### src/hw/rtl/srcp_pkg.sv
package srcp_pkg;

    // Table size default
    localparam int SRCP_ENTRY_COUNT = 4096;

    // Key and index reduction: the key is folded in STEP_BITS-wide digits
    localparam int KEY_W      = 64;
    localparam int STEP_BITS  = 4;
    localparam int STEP_COUNT = KEY_W / STEP_BITS;

    // Packed entry word layout
    localparam int PACK_W     = 64;
    localparam int MOVE_LSB   = 0;
    localparam int MOVE_W     = 24;
    localparam int SCORE_LSB  = 24;
    localparam int SCORE_W    = 16;
    localparam int DEPTH_LSB  = 40;
    localparam int DEPTH_W    = 8;
    localparam int KIND_LSB   = 48;
    localparam int KIND_W     = 2;
    localparam int CHECK_LSB  = 50;
    localparam int CHECK_W    = 14;

    // Function codes
    localparam logic FUNC_PROBE = 1'b0;
    localparam logic FUNC_STORE = 1'b1;

    // Bound kinds
    localparam logic [KIND_W-1:0] BOUND_EXACT = 2'd0;
    localparam logic [KIND_W-1:0] BOUND_UPPER = 2'd1;
    localparam logic [KIND_W-1:0] BOUND_LOWER = 2'd2;

    localparam logic signed [SCORE_W-1:0] MISS_SCORE = -16'sd32000;

    typedef struct packed {
        logic                        func;
        logic [KEY_W-1:0]            position_key;
        logic signed [SCORE_W-1:0]   lower_window;
        logic signed [SCORE_W-1:0]   upper_window;
        logic [DEPTH_W-1:0]          search_depth;
        logic signed [SCORE_W-1:0]   new_score;
        logic [KIND_W-1:0]           bound_kind;
        logic [MOVE_W-1:0]           new_move;
    } t_in_item;

    typedef struct packed {
        logic signed [SCORE_W-1:0]   probe_score;
        logic                        usable_hit;
        logic                        move_found;
        logic [MOVE_W-1:0]           found_move;
    } t_out_item;

    // Build the stored word for a store transaction
    function automatic logic [PACK_W-1:0] pack_entry(input t_in_item item);
        logic [PACK_W-1:0] w;
        w = '0;
        w[MOVE_LSB  +: MOVE_W]  = item.new_move;
        w[SCORE_LSB +: SCORE_W] = item.new_score;
        w[DEPTH_LSB +: DEPTH_W] = item.search_depth;
        w[KIND_LSB  +: KIND_W]  = item.bound_kind;
        w[CHECK_LSB +: CHECK_W] = item.position_key[CHECK_LSB +: CHECK_W];
        return w;
    endfunction

endpackage

### src/hw/rtl/srcp_slot.sv
module srcp_slot
    import srcp_pkg::*;
#(
    parameter int ENTRY_COUNT = SRCP_ENTRY_COUNT,
    parameter int IDX_W       = $clog2(ENTRY_COUNT)
) (
    input  logic              i_clk,
    input  logic              i_rst_n,
    input  logic              i_start,
    input  logic [KEY_W-1:0]  i_key,
    output logic              o_done,
    output logic [IDX_W-1:0]  o_slot
);

    localparam bit IS_POW2 = (ENTRY_COUNT & (ENTRY_COUNT - 1)) == 0;

    generate
        if (IS_POW2) begin : g_pow2
            logic             r_done;
            logic [IDX_W-1:0] r_slot;

            // Power-of-two size: slot is the low key bits
            always_ff @(posedge i_clk) begin
                if (!i_rst_n) begin
                    r_done <= 1'b0;
                end else begin
                    r_done <= i_start;
                end
                if (i_start) begin
                    r_slot <= i_key[IDX_W-1:0];
                end
            end

            assign o_done = r_done;
            assign o_slot = r_slot;
        end else begin : g_mod
            // Folded sum stays below ENTRY_COUNT << RED_STEPS
            localparam int RED_STEPS  = STEP_BITS + $clog2(STEP_COUNT);
            localparam int HALF_STEPS = RED_STEPS / 2;
            localparam int SUM_W      = IDX_W + RED_STEPS;
            localparam logic [IDX_W:0]   N_EXT = (IDX_W + 1)'(ENTRY_COUNT);
            localparam logic [SUM_W-1:0] N_SUM = SUM_W'(ENTRY_COUNT);

            // 2**sh modulo the table size, by doubling and subtracting
            function automatic logic [IDX_W-1:0] pow2_mod(input int sh);
                logic [IDX_W:0] r;
                r = (IDX_W + 1)'(1);
                for (int k = 0; k < sh; k++) begin
                    r = r << 1;
                    if (r >= N_EXT) begin
                        r = r - N_EXT;
                    end
                end
                return r[IDX_W-1:0];
            endfunction

            logic             r_busy;
            logic             r_done;
            logic             r_phase;
            logic [SUM_W-1:0] r_sum;
            logic [SUM_W-1:0] n_sum;
            logic [SUM_W-1:0] fold_sum;
            logic [SUM_W-1:0] sub_val;
            logic [SUM_W-1:0] part [STEP_COUNT];

            // Each key digit times its constant residue
            for (genvar g = 0; g < STEP_COUNT; g++) begin : g_part
                localparam logic [IDX_W-1:0] RES = pow2_mod(STEP_BITS * g);
                assign part[g] = SUM_W'(i_key[STEP_BITS*g +: STEP_BITS]) * SUM_W'(RES);
            end

            always_comb begin
                fold_sum = '0;
                for (int i = 0; i < STEP_COUNT; i++) begin
                    fold_sum = fold_sum + part[i];
                end
            end

            // Compare and subtract, upper half of the shifts first, then lower
            always_comb begin
                n_sum   = r_sum;
                sub_val = '0;
                for (int j = HALF_STEPS - 1; j >= 0; j--) begin
                    sub_val = N_SUM << (r_phase ? j : j + HALF_STEPS);
                    if (n_sum >= sub_val) begin
                        n_sum = n_sum - sub_val;
                    end
                end
            end

            // Fold at start, then an upper and a lower reduce phase; the done flag rises with the lower phase's result
            always_ff @(posedge i_clk) begin
                if (!i_rst_n) begin
                    r_busy  <= 1'b0;
                    r_done  <= 1'b0;
                    r_phase <= 1'b0;
                end else begin
                    r_done <= r_busy && r_phase;
                    if (i_start) begin
                        r_busy  <= 1'b1;
                        r_phase <= 1'b0;
                    end else if (r_busy) begin
                        r_phase <= !r_phase;
                        if (r_phase) begin
                            r_busy <= 1'b0;
                        end
                    end
                end
                if (i_start) begin
                    r_sum <= fold_sum;
                end else if (r_busy) begin
                    r_sum <= n_sum;
                end
            end

            assign o_done = r_done;
            assign o_slot = r_sum[IDX_W-1:0];
        end
    endgenerate

endmodule

### config.mk
export PLATFORM = sky130hd
export DESIGN_NAME = srcp_slot
export DESIGN_NICKNAME = d
export VERILOG_FILES = /design/src/hw/rtl/srcp_pkg.sv /design/src/hw/rtl/srcp_slot.sv
export SDC_FILE = /design/constraint.sdc
export NUM_CORES = 1
export LEC_CHECK = 0
export BUFFER_PORTS_ARGS = -buffer_cell sky130_fd_sc_hd__buf_2
export CORE_AREA = 2 2 43 45
export DETAILED_ROUTE_END_ITERATION = 7
export DIE_AREA = 0 0 45 47
export HOLD_SLACK_MARGIN = 0.1
export PLACE_DENSITY = 0.78
export SLEW_MARGIN = 20
export SYNTH_ARGS = -nofsm -noshare
export SYNTH_HDL_FRONTEND = slang
export SYNTH_SLANG_ARGS = --single-unit
### constraint.sdc
create_clock -name i_clk -period 0.95 [get_ports i_clk]
set_input_delay 0.19 -clock i_clk [delete_from_list [all_inputs] [get_ports i_clk]]
set_output_delay 0.19 -clock i_clk [all_outputs]
set_load 0.01 [all_outputs]
Word level (Yosys, flattened, before mapping)
Index checks and enable logic that the tools add are counted.
{"block": "word_totals", "inputBits": 67, "register_bits": 13, "output_inout_bits": 13}

Depth between registers and ports, before layout
Gate-level depths: netlist of the first run.
{"block": "depth", "depth_word": 0, "mapped_depth": 1, "depth_no_buf": 1}

Worst setup path before layout of the first run
No wires, ideal clock.
{"block": "synth_path", "kind": "register -> output", "startpoint": "register g_pow2.r_slot[0] (netlist: o_slot[0])", "endpoint": "output port o_slot[0]", "arrival_time_ps": 394, "slack_ps": 366, "t_required_ps": 760, "stages_incl_launch_ff": 1, "path_buffers": 0, "cell_sequence": "edfxtp_1"}
{"item": "start: declaration", "line_no": "srcp_slot.sv:20", "rtl": "logic [IDX_W-1:0] r_slot;"}
{"item": "start signal: assignment", "line_no": "srcp_slot.sv:30", "rtl": "r_slot <= i_key[IDX_W-1:0];"}
{"item": "end: declaration", "line_no": "srcp_slot.sv:12", "rtl": "output logic [IDX_W-1:0] o_slot"}
No word-level cell between the ends.

Worst setup path after layout of the first run
{"block": "layout_path", "startpoint": "register g_pow2.r_slot[10] (netlist: o_slot[10])", "endpoint": "output port o_slot[10]"}
No word-level cell between the ends.

==> results of run 1 <==
[cell usage after synthesis]
| cell type | instances | area share (%) |
|---|---|---|
| sky130_fd_sc_hd__dfxtp_1 | 1 | 5.2 |
| sky130_fd_sc_hd__and2_1 | 1 | 1.6 |
| sky130_fd_sc_hd__edfxtp_1 | 12 | 93 |
[sequential cells by signal (all words and copies together) (netlist names)]
| register | cells |
|---|---|
| o_slot | 12 |
| o_done | 1 |
[cell usage in the layout, fill, tap and decap left out, drive strengths merged]
cell type	n
edfxtp	12
and2	1
clkbuf	4
dlygate4sd3	12
buf	27
dfxtp	1
[logic make-up after synthesis]
family           count (synthesis)  synth area share (%)
and+or+nand+nor                  1                 1.619
DFF                             13                 98.38
[through the flow]
step	power (mW)	hold slack, ns	setup WS (ns)	util [%]	TNS [ns]
after floorplan	0.7231	0.2889	0.3662	-	0
after global placement	0.7959	0.3677	0.1903	32.88	0
after detailed placement	0.8017	0.3681	0.1660	32.88	0
after CTS	1.163	0.1070	-0.07692	41.14	-0.4173
after global routing	1.224	0.1249	-0.1116	41.74	-0.8702
final	1.153	0.1357	-0.06027	41.74	-0.2493
[path summary, 6_finish.rpt]
path        from  cells after the start    endpoint  slack [ns]
max   o_slot[10]                      1  o_slot[10]       -0.06
min      i_rst_n                      2      o_done        0.14
[power groups by stage]
| stage | combinational, mW | clock [mW] | sequential [mW] |
|---|---|---|---|
| floorplan | 0.00135 | 0 | 0.722 |
| global placement | 0.100 | 0 | 0.696 |
| detailed placement | 0.104 | 0 | 0.697 |
| CTS | 0.138 | 0.340 | 0.685 |
| global route | 0.155 | 0.381 | 0.689 |
| finish | 0.141 | 0.327 | 0.684 |
[per-layer routing]
metal  part of all wire (%)  wire (um)  global-route usage [%]  vias to the layer above
met5                      0          0                       0                        -
met4                      0          0                   3.529                        0
met3                     13        121                   5.769                        0
met2                     49        453                   18.00                       25
met1                     38        346                   10.68                      132
li1                       -          -                       -                      141
[cell type report]
cell class,instances,share of cell area [%]
Sequential cell,13,55.17
Timing Repair Buffer,39,37.02
Clock buffer,4,3.811
Tap cell,17,3.085
Multi-Input combinational cell,1,0.9074
[timing repair]
item                                   CTS  global route
cloned                                   0             0
pin swaps                                0             0
buffers inserted                         0             0
hold buffers                            11             1
endpoints found under the hold margin   11             1
setup endpoints to repair               12            12
==> flow_metrics.py, run 1 <==
metrics = {
    "outcome": {
        "status": "complete, but fails checks",
        "violations": "negative setup slack",
    },
    "hold_path": {
        "min_path_type": "in2reg",
    },
    "setup_path": {
        "cp_launch_type": "flip-flop",
        "cp_num_buf_inv": 1,
        "critPathMaxStageDelay_ns": 0.40,
        "worst_ep_arrival_time_ns": 0.82,
        "cp_cell_sequence": "buf_2",
        "cpMaxStageDelayCell": "sky130_fd_sc_hd__edfxtp_1",
        "crit_path_max_fanout": 1,
        "crit_family": "flip-flops",
        "worstSetupEndpointType": "primary output",
        "timing.setup.critical_path_class": "reg2out",
        "crit_required_ns": 0.76,
    },
    "routing": {
        "antenna_violating_nets_post_route": 0,
        "detailroute.via_count": 298,
        "dr.pass1.iters": 2,
        "detailed_route_wire_length_per_cell_um": 12.45,
        "initial_drc_count": 2,
        "drc": 0,
        "viasPerCell": 4.027,
        "routed_wl_um": 921,
    },
    "sta": {
        "rsz0062_at_grt": "true",
        "finalSetupViolations": 12,
        "finalHoldViolCount": 0,
        "final_critical_delay_including_setup_and_external_delays_ns": 1.010,
        "tightestPinTransition_ns": 0.2776,
        "layout_worst_path_cycle_share_pct": 106.3,
        "timing.max_slew.rel_slack_pct": 81.49,
        "finalWorstSetupSlack_ns": -0.06027,
        "final_max_slew_viol_count": 0,
        "achievable-frequency_ghz": 0.9898,
    },
    "layout": {
        "fin_cells": 74,
        "num_antenna_cells": 0,
        "drive_above_1_share_pct": 52.63,
        "final-seq-area_um2": 380.4,
        "flow.area_growth_from_synthesis_pct": 78.32,
        "num-nets-final": 125,
        "filler_cell_count": 172,
        "post-route-cell-area_um2": 689.4,
        "multiInputGateArea_um2": 6.256,
    },
    "power": {
        "power_switching_share_pct": 20.60,
        "share_seq_of_total_power_pct": 59.3,
        "irDropWorstVdd_mv": 0.8897,
        "internal_power_uw": 915.3,
        "p_comb_share_pct": 12.3,
        "total_switching_power_uw": 237.5,
        "clock_power_share_pct": 28.4,
        "pwr_density_cell_nw_per_um2": 1672,
        "cell_leakage_power_nw": 0.3006,
    },
    "floorplan": {
        "floorplan.die_area_um2": 2115,
        "fp-row-count": 15,
        "die_height_um": 47,
        "design.core.area_um2": 1652,
        "initial_standard_cell_utilization_of_the_core_pct": 23.41,
        "io-pin-count": 80,
        "die_width_um": 45,
    },
    "synthesis": {
        "synth-seq-area-share_pct": 98.38,
        "syn-cell-area_um2": 386.6,
        "netlist_instances": 14,
        "synthesis.yosys.warnings": 0,
        "synthesized_nets": 81,
        "synth.avg_cell_area_um2": 27.62,
        "synth-seq-cells": 13,
        "synth_cell_type_count": 3,
    },
    "cts": {
        "clkTransAtPathRegs_ns": 0.07,
        "post_cts.resized_instances": 0,
        "clockRootBuffer": "sky130_fd_sc_hd__clkbuf_4",
        "cts_max_path_buffers": 2,
        "tritoncts": "done",
        "clock_sinks": 13,
        "clock_tree.htree_level_count": 1,
        "tritoncts.num_buffers": 3,
    },
    "placement": {
        "placedCellCount": 58,
        "detailed_place.area_um2": 543.0,
        "port_buffers": 27,
        "place.gp.congestion": 0.7340,
    },
    "global_routing": {
        "wire_length_of_the_first_global_routing_pass_um": 1421,
        "globalRoute.totalOverflow": 0,
        "grt_antenna_before_repair": 0,
        "grt_start_max_net_pins": 14,
        "gr-usage-all-layers_pct": 10.39,
        "grt_pass1_vias": 340,
    },
    "flow_run": {
        "max_cap_violations": 0,
    },
}
Note: power is estimated with default switching activity, not from simulation.
==> run 2: changes to the inputs <==
- ABC_AREA: default -> 1
- PLACE_DENSITY: 0.78 -> 0.79
==> flow_metrics.py, run 2 <==
metrics = {
    "sta": {
        "final_max_slew_viol_count": 0,
        "hold_slack_ns": 0.1132,
        "finalSetupViolations": 11,
        "tightestPinTransition_ns": 0.2558,
        "timing.max_slew.rel_slack_pct": 82.95,
        "final_critical_delay_including_setup_and_external_delays_ns": 1.003,
        "achievable-frequency_ghz": 0.9966,
        "finalWorstSetupSlack_ns": -0.05339,
        "layout_worst_path_cycle_share_pct": 105.6,
        "finalHoldViolCount": 0,
        "rsz0062_at_grt": "true",
    },
    "routing": {
        "routed_wl_um": 897,
        "antenna_violating_nets_post_route": 0,
        "dr.pass1.iters": 2,
        "detailed_route_wire_length_per_cell_um": 12.46,
        "viasPerCell": 3.931,
        "drc": 0,
        "detailroute.via_count": 283,
        "initial_drc_count": 1,
    },
    "global_routing": {
        "wire_length_of_the_first_global_routing_pass_um": 1331,
        "globalRoute.totalOverflow": 0,
        "grt_start_max_net_pins": 14,
        "gr-usage-all-layers_pct": 9.869,
        "grt_pass1_vias": 288,
        "grt_antenna_before_repair": 0,
    },
    "cts": {
        "cts_max_path_buffers": 2,
        "clock_tree.htree_level_count": 1,
        "clkTransAtPathRegs_ns": 0.07,
        "tritoncts": "done",
        "tritoncts.num_buffers": 3,
        "clock_sinks": 13,
        "clockRootBuffer": "sky130_fd_sc_hd__clkbuf_4",
    },
    "synthesis": {
        "library_cell_with_the_highest_instance_count_after_synthesis": "sky130_fd_sc_hd__edfxtp_1",
        "synth.avg_cell_area_um2": 25.86,
        "synth-seq-area-share_pct": 98.06,
        "fraction_of_synthesized_cell_area_taken_by_the_top_area_cell_type_pct": 92.90,
        "commonest_register_cell_after_synthesis": "sky130_fd_sc_hd__edfxtp_1",
        "synthesis.yosys.warnings": 0,
        "synthesized_nets": 82,
        "netlist_instances": 15,
        "synthTopCellsByCount": "sky130_fd_sc_hd__edfxtp_1 (12), sky130_fd_sc_hd__dfxtp_1 (1), sky130_fd_sc_hd__inv_1 (1), sky130_fd_sc_hd__nand2_1 (1)",
        "synth_cell_type_count": 4,
        "ys_async_sr_fraction_pct": 0,
        "syn-cell-area_um2": 387.9,
        "number_of_enable_flip_flop_cells_after_synthesis": 12,
        "yosysTopAreaCell": "sky130_fd_sc_hd__edfxtp_1",
        "synthTopCellsByArea": "sky130_fd_sc_hd__edfxtp_1 (93%), sky130_fd_sc_hd__dfxtp_1 (5.2%), sky130_fd_sc_hd__inv_1 (0.97%)",
        "synth-seq-cells": 13,
    },
    "setup_path": {
        "cp_launch_type": "flip-flop",
        "crit_path_max_fanout": 1,
        "timing.setup.critical_path_class": "reg2out",
        "startpoint": "o_slot[7]",
        "crit_required_ns": 0.76,
        "cp_cell_sequence": "buf_2",
        "cpMaxStageDelayCell": "sky130_fd_sc_hd__edfxtp_1",
        "critPathMaxStageDelay_ns": 0.39,
        "worst_ep_arrival_time_ns": 0.81,
        "crit_family": "flip-flops",
        "worstSetupEndpointType": "primary output",
        "cp_num_buf_inv": 1,
    },
    "power": {
        "pwr_density_cell_nw_per_um2": 1707,
        "post-layout-total-power_mw": 1.130,
        "share_seq_of_total_power_pct": 60.8,
        "total_switching_power_uw": 222.1,
        "p_comb_share_pct": 11.7,
        "power_switching_share_pct": 19.66,
        "clock_power_share_pct": 27.5,
        "irDropWorstVdd_mv": 0.7301,
        "cell_leakage_power_nw": 0.2957,
        "internal_power_uw": 907.8,
    },
    "outcome": {
        "violations": "negative setup slack",
        "status": "complete, but fails checks",
    },
    "placement": {
        "port_buffers": 27,
        "place.gp.congestion": 0.7082,
        "detailed_place.area_um2": 544.3,
    },
    "layout": {
        "num_antenna_cells": 0,
        "layout.cells.most_common": "sky130_fd_sc_hd__buf_2",
        "mostFrequentLayoutCells": "sky130_fd_sc_hd__buf_2 (27), sky130_fd_sc_hd__edfxtp_1 (12), sky130_fd_sc_hd__dlygate4sd3_1 (9), sky130_fd_sc_hd__clkbuf_4 (3)",
        "flow.area_growth_from_synthesis_pct": 70.65,
        "largest_reg_flops": 12,
        "post-route-cell-area_um2": 661.9,
        "drive_above_1_share_pct": 56.36,
        "num-nets-final": 123,
    },
    "floorplan": {
        "fp-row-count": 15,
        "design.core.area_um2": 1652,
        "die_width_um": 45,
        "io-pin-count": 80,
        "die_height_um": 47,
        "initial_standard_cell_utilization_of_the_core_pct": 23.48,
        "floorplan.die_area_um2": 2115,
    },
    "hold_path": {
        "min_path_type": "in2reg",
        "hold_path_startpoint": "i_key[3]",
    },
    "flow_run": {
        "max_cap_violations": 0,
    },
}
-- run 2: area by class of cell --
type	instances	area, um2
sequential	13	381.6
clock buffer	4	26.28
fill	166	989.7
timing repair buffer	36	225.2
tap	17	21.27
inverter	1	3.754
multi-input combinational	1	3.754
-- run 2: cells by family after synthesis --
kind of cell	share of synthesized area, %
buffers and inverters	0.9668
flip-flops	98.07
AND/OR/NAND/NOR	0.9668
-- run 2: layer usage --
metal	routed length [um]	GRT usage, %	vias up
met5	0	0	-
met2	345	13.43	28
met1	397	13.05	118
li1	-	-	135
met3	149	3.462	2
met4	5	7.059	0
-- run 2: per-stage QoR --
step	setup WS, ns	utilization, %	setup TNS (ns)	std cells
global placement	0.1978	32.95	0	59
finish	-0.05339	40.08	-0.2210	72
CTS	-0.06466	38.18	-0.4206	69
global route	-0.09276	40.08	-0.7860	72
detailed placement	0.1823	32.95	0	59
floorplan	0.3662	-	0	15
-- run 2: what timing repair did --
item                                    4_1_cts  5_1_grt
gates resized for setup                       0        1
hold endpoints to repair                      6        3
hold buffers                                  6        3
endpoints found under the setup margin       12       13
setup buffers                                 0        0
-- run 2: final timing paths --
check,endpoint,cells after the start,slack (ns)
max,o_slot[7],1,-0.05
min,o_slot[3],1,0.11
-- run 2: power groups by stage --
stage	Sequential [mW]	Combinational, mW	Clock (mW)
after global routing	0.691	0.147	0.360
after detailed placement	0.700	0.106	0
after global placement	0.700	0.103	0
final	0.686	0.132	0.311
after CTS	0.687	0.125	0.327
after floorplan	0.722	0.00146	0
==> run 3: changes to the inputs <==
--- a/config.mk
+++ b/config.mk
@@ -9,7 +9,10 @@
 export BUFFER_PORTS_ARGS = -buffer_cell sky130_fd_sc_hd__buf_2
-export CORE_AREA = 2 2 43 45
+export CELL_PAD_IN_SITES_DETAIL_PLACEMENT = 0
+export CELL_PAD_IN_SITES_GLOBAL_PLACEMENT = 1
+export CORE_AREA = 2 2 45 68
 export DETAILED_ROUTE_END_ITERATION = 7
-export DIE_AREA = 0 0 45 47
+export DIE_AREA = 0 0 47 70
 export HOLD_SLACK_MARGIN = 0.1
-export PLACE_DENSITY = 0.79
+export PLACE_DENSITY_LB_ADDON = 0.1
+export SKIP_LAST_GASP = 1
 export SLEW_MARGIN = 20
==> constraint.sdc (replaced) <==
create_clock -name i_clk -period 0.95 [get_ports i_clk]
set_input_delay 0.0475 -clock i_clk [delete_from_list [all_inputs] [get_ports i_clk]]
set_output_delay 0.0475 -clock i_clk [all_outputs]
set_load 0.01 [all_outputs]
==> flow_metrics.py, run 3 (same netlist as run 2, synthesis figures left out) <==
metrics = {
    "routing": {
        "drc": 0,
        "viasPerCell": 2.949,
        "dr.pass1.iters": 2,
        "initial_drc_count": 6,
        "detailroute.via_count": 289,
        "antenna_violating_nets_post_route": 0,
        "detailed_route_wire_length_per_cell_um": 8.663,
        "routed_wl_um": 849,
    },
    "sta": {
        "fin_tns_setup_ns": 0,
        "finalSetupViolations": 0,
        "rsz0062_at_grt": "false",
        "finalHoldViolCount": 0,
        "finalWorstSetupSlack_ns": 0.1610,
        "achievable-frequency_ghz": 1.267,
        "final_max_slew_viol_count": 0,
        "timing.max_slew.rel_slack_pct": 80.80,
        "tightestPinTransition_ns": 0.2880,
        "final_critical_delay_including_setup_and_external_delays_ns": 0.7890,
        "layout_worst_path_cycle_share_pct": 83.06,
    },
    "placement": {
        "pre_cts_ws_ns": 0.2736,
        "placedCellCount": 81,
        "place.gp.congestion": 0.5920,
        "port_buffers": 27,
    },
    "layout": {
        "largest_reg_flops": 12,
        "final-seq-area_um2": 380.4,
        "filler_cell_count": 301,
        "flow.area_growth_from_synthesis_pct": 92.58,
        "num_antenna_cells": 0,
        "num-nets-final": 127,
        "mostFrequentLayoutCells": "sky130_fd_sc_hd__buf_2 (27), sky130_fd_sc_hd__dlygate4sd3_1 (13), sky130_fd_sc_hd__edfxtp_1 (12), sky130_fd_sc_hd__clkbuf_8 (3)",
        "multiInputGateArea_um2": 3.754,
        "drive_above_1_share_pct": 50.85,
        "layout.cells.most_common": "sky130_fd_sc_hd__buf_2",
        "fin_cells": 98,
    },
    "floorplan": {
        "io-pin-count": 80,
        "die_height_um": 70,
        "floorplan.die_area_um2": 3290,
        "fp-row-count": 24,
        "initial_standard_cell_utilization_of_the_core_pct": 14.04,
        "design.core.area_um2": 2763,
        "die_width_um": 47,
    },
    "global_routing": {
        "grt_antenna_before_repair": 0,
        "globalRoute.totalOverflow": 0,
        "gr-usage-all-layers_pct": 5.015,
        "wire_length_of_the_first_global_routing_pass_um": 1131,
        "grt_start_max_net_pins": 14,
        "grt_pass1_vias": 286,
    },
    "setup_path": {
        "cp_launch_type": "flip-flop",
        "cp_num_buf_inv": 1,
        "crit_family": "flip-flops",
        "critPathMaxStageDelay_ns": 0.36,
        "timing.setup.critical_path_class": "reg2out",
        "crit_required_ns": 0.90,
        "worst_ep_arrival_time_ns": 0.74,
        "crit_path_max_fanout": 1,
        "worstSetupEndpointType": "primary output",
        "cp_cell_sequence": "buf_2",
        "cpMaxStageDelayCell": "sky130_fd_sc_hd__edfxtp_1",
    },
    "cts": {
        "tritoncts.num_buffers": 3,
        "cts_max_path_buffers": 2,
        "post_cts.resized_instances": 0,
        "clock_sinks": 13,
        "clkTransAtPathRegs_ns": 0.06,
        "tritoncts": "done",
        "clock_tree.htree_level_count": 1,
        "clockRootBuffer": "sky130_fd_sc_hd__clkbuf_8",
    },
    "power": {
        "pwr_density_cell_nw_per_um2": 1749,
        "irDropWorstVdd_mv": 0.5541,
        "cell_leakage_power_nw": 0.3199,
    },
    "outcome": {
        "status": "finished clean",
    },
    "flow_run": {
        "max_cap_violations": 0,
    },
    "hold_path": {
        "min_path_type": "in2reg",
    },
}
run 3: cell count changes in the layout (fill, tap and decap cells not counted):
cell                            previous run  this run
sky130_fd_sc_hd__clkbuf_4                  3         0
sky130_fd_sc_hd__clkbuf_8                  0         3
sky130_fd_sc_hd__dfxtp_1                   0         1
sky130_fd_sc_hd__dfxtp_2                   1         0
sky130_fd_sc_hd__dlygate4sd3_1             9        13
run 3: metal layers:
| metal | track usage (%) | wire, um |
|---|---|---|
| met1 | 4.545 | 320 |
| met2 | 8.067 | 424 |
| met3 | 2.326 | 105 |
| met4 | 3.704 | 0 |
| met5 | 0 | 0 |
run 3: layout make-up:
type | count | share of cell area, %
well taps | 39 | 6.533
clock buffers | 4 | 6.030
flip-flops and latches | 13 | 50.92
multi-input cells | 1 | 0.5025
repair buffers | 40 | 35.51
inverters | 1 | 0.5025
run 3: report_power, final:
group          internal [mW]  switching, mW  total, mW  leakage [nW]
sequential             0.674        0.00871      0.683         0.126
combinational         0.0827         0.0606      0.143         0.171
clock                  0.295          0.185      0.480        0.0228
total                   1.05          0.254       1.31         0.320
run 3: timing repair:
action,CTS,global route
setup buffers,0,0
hold buffers,13,0
endpoints found under the hold margin,13,0
run 3: path summary, 6_finish.rpt:
| kind | start | to | slack [ns] | cells past startpoint |
|---|---|---|---|---|
| max | o_slot[10] | o_slot[10] | 0.16 | 1 |
| min | i_start | o_done | 0.17 | 3 |
run 3: metrics by stage:
step	power [mW]	hold slack, ns	utilization [%]	area (um2)
global route	1.359	0.2159	27.04	747.0
floorplan	0.7233	0.1410	-	387.9
detailed placement	0.7993	0.2256	20.70	571.8
finish	1.306	0.1688	27.04	747.0
CTS	1.335	0.1772	27.04	747.0
global placement	0.7975	0.2249	20.70	571.8
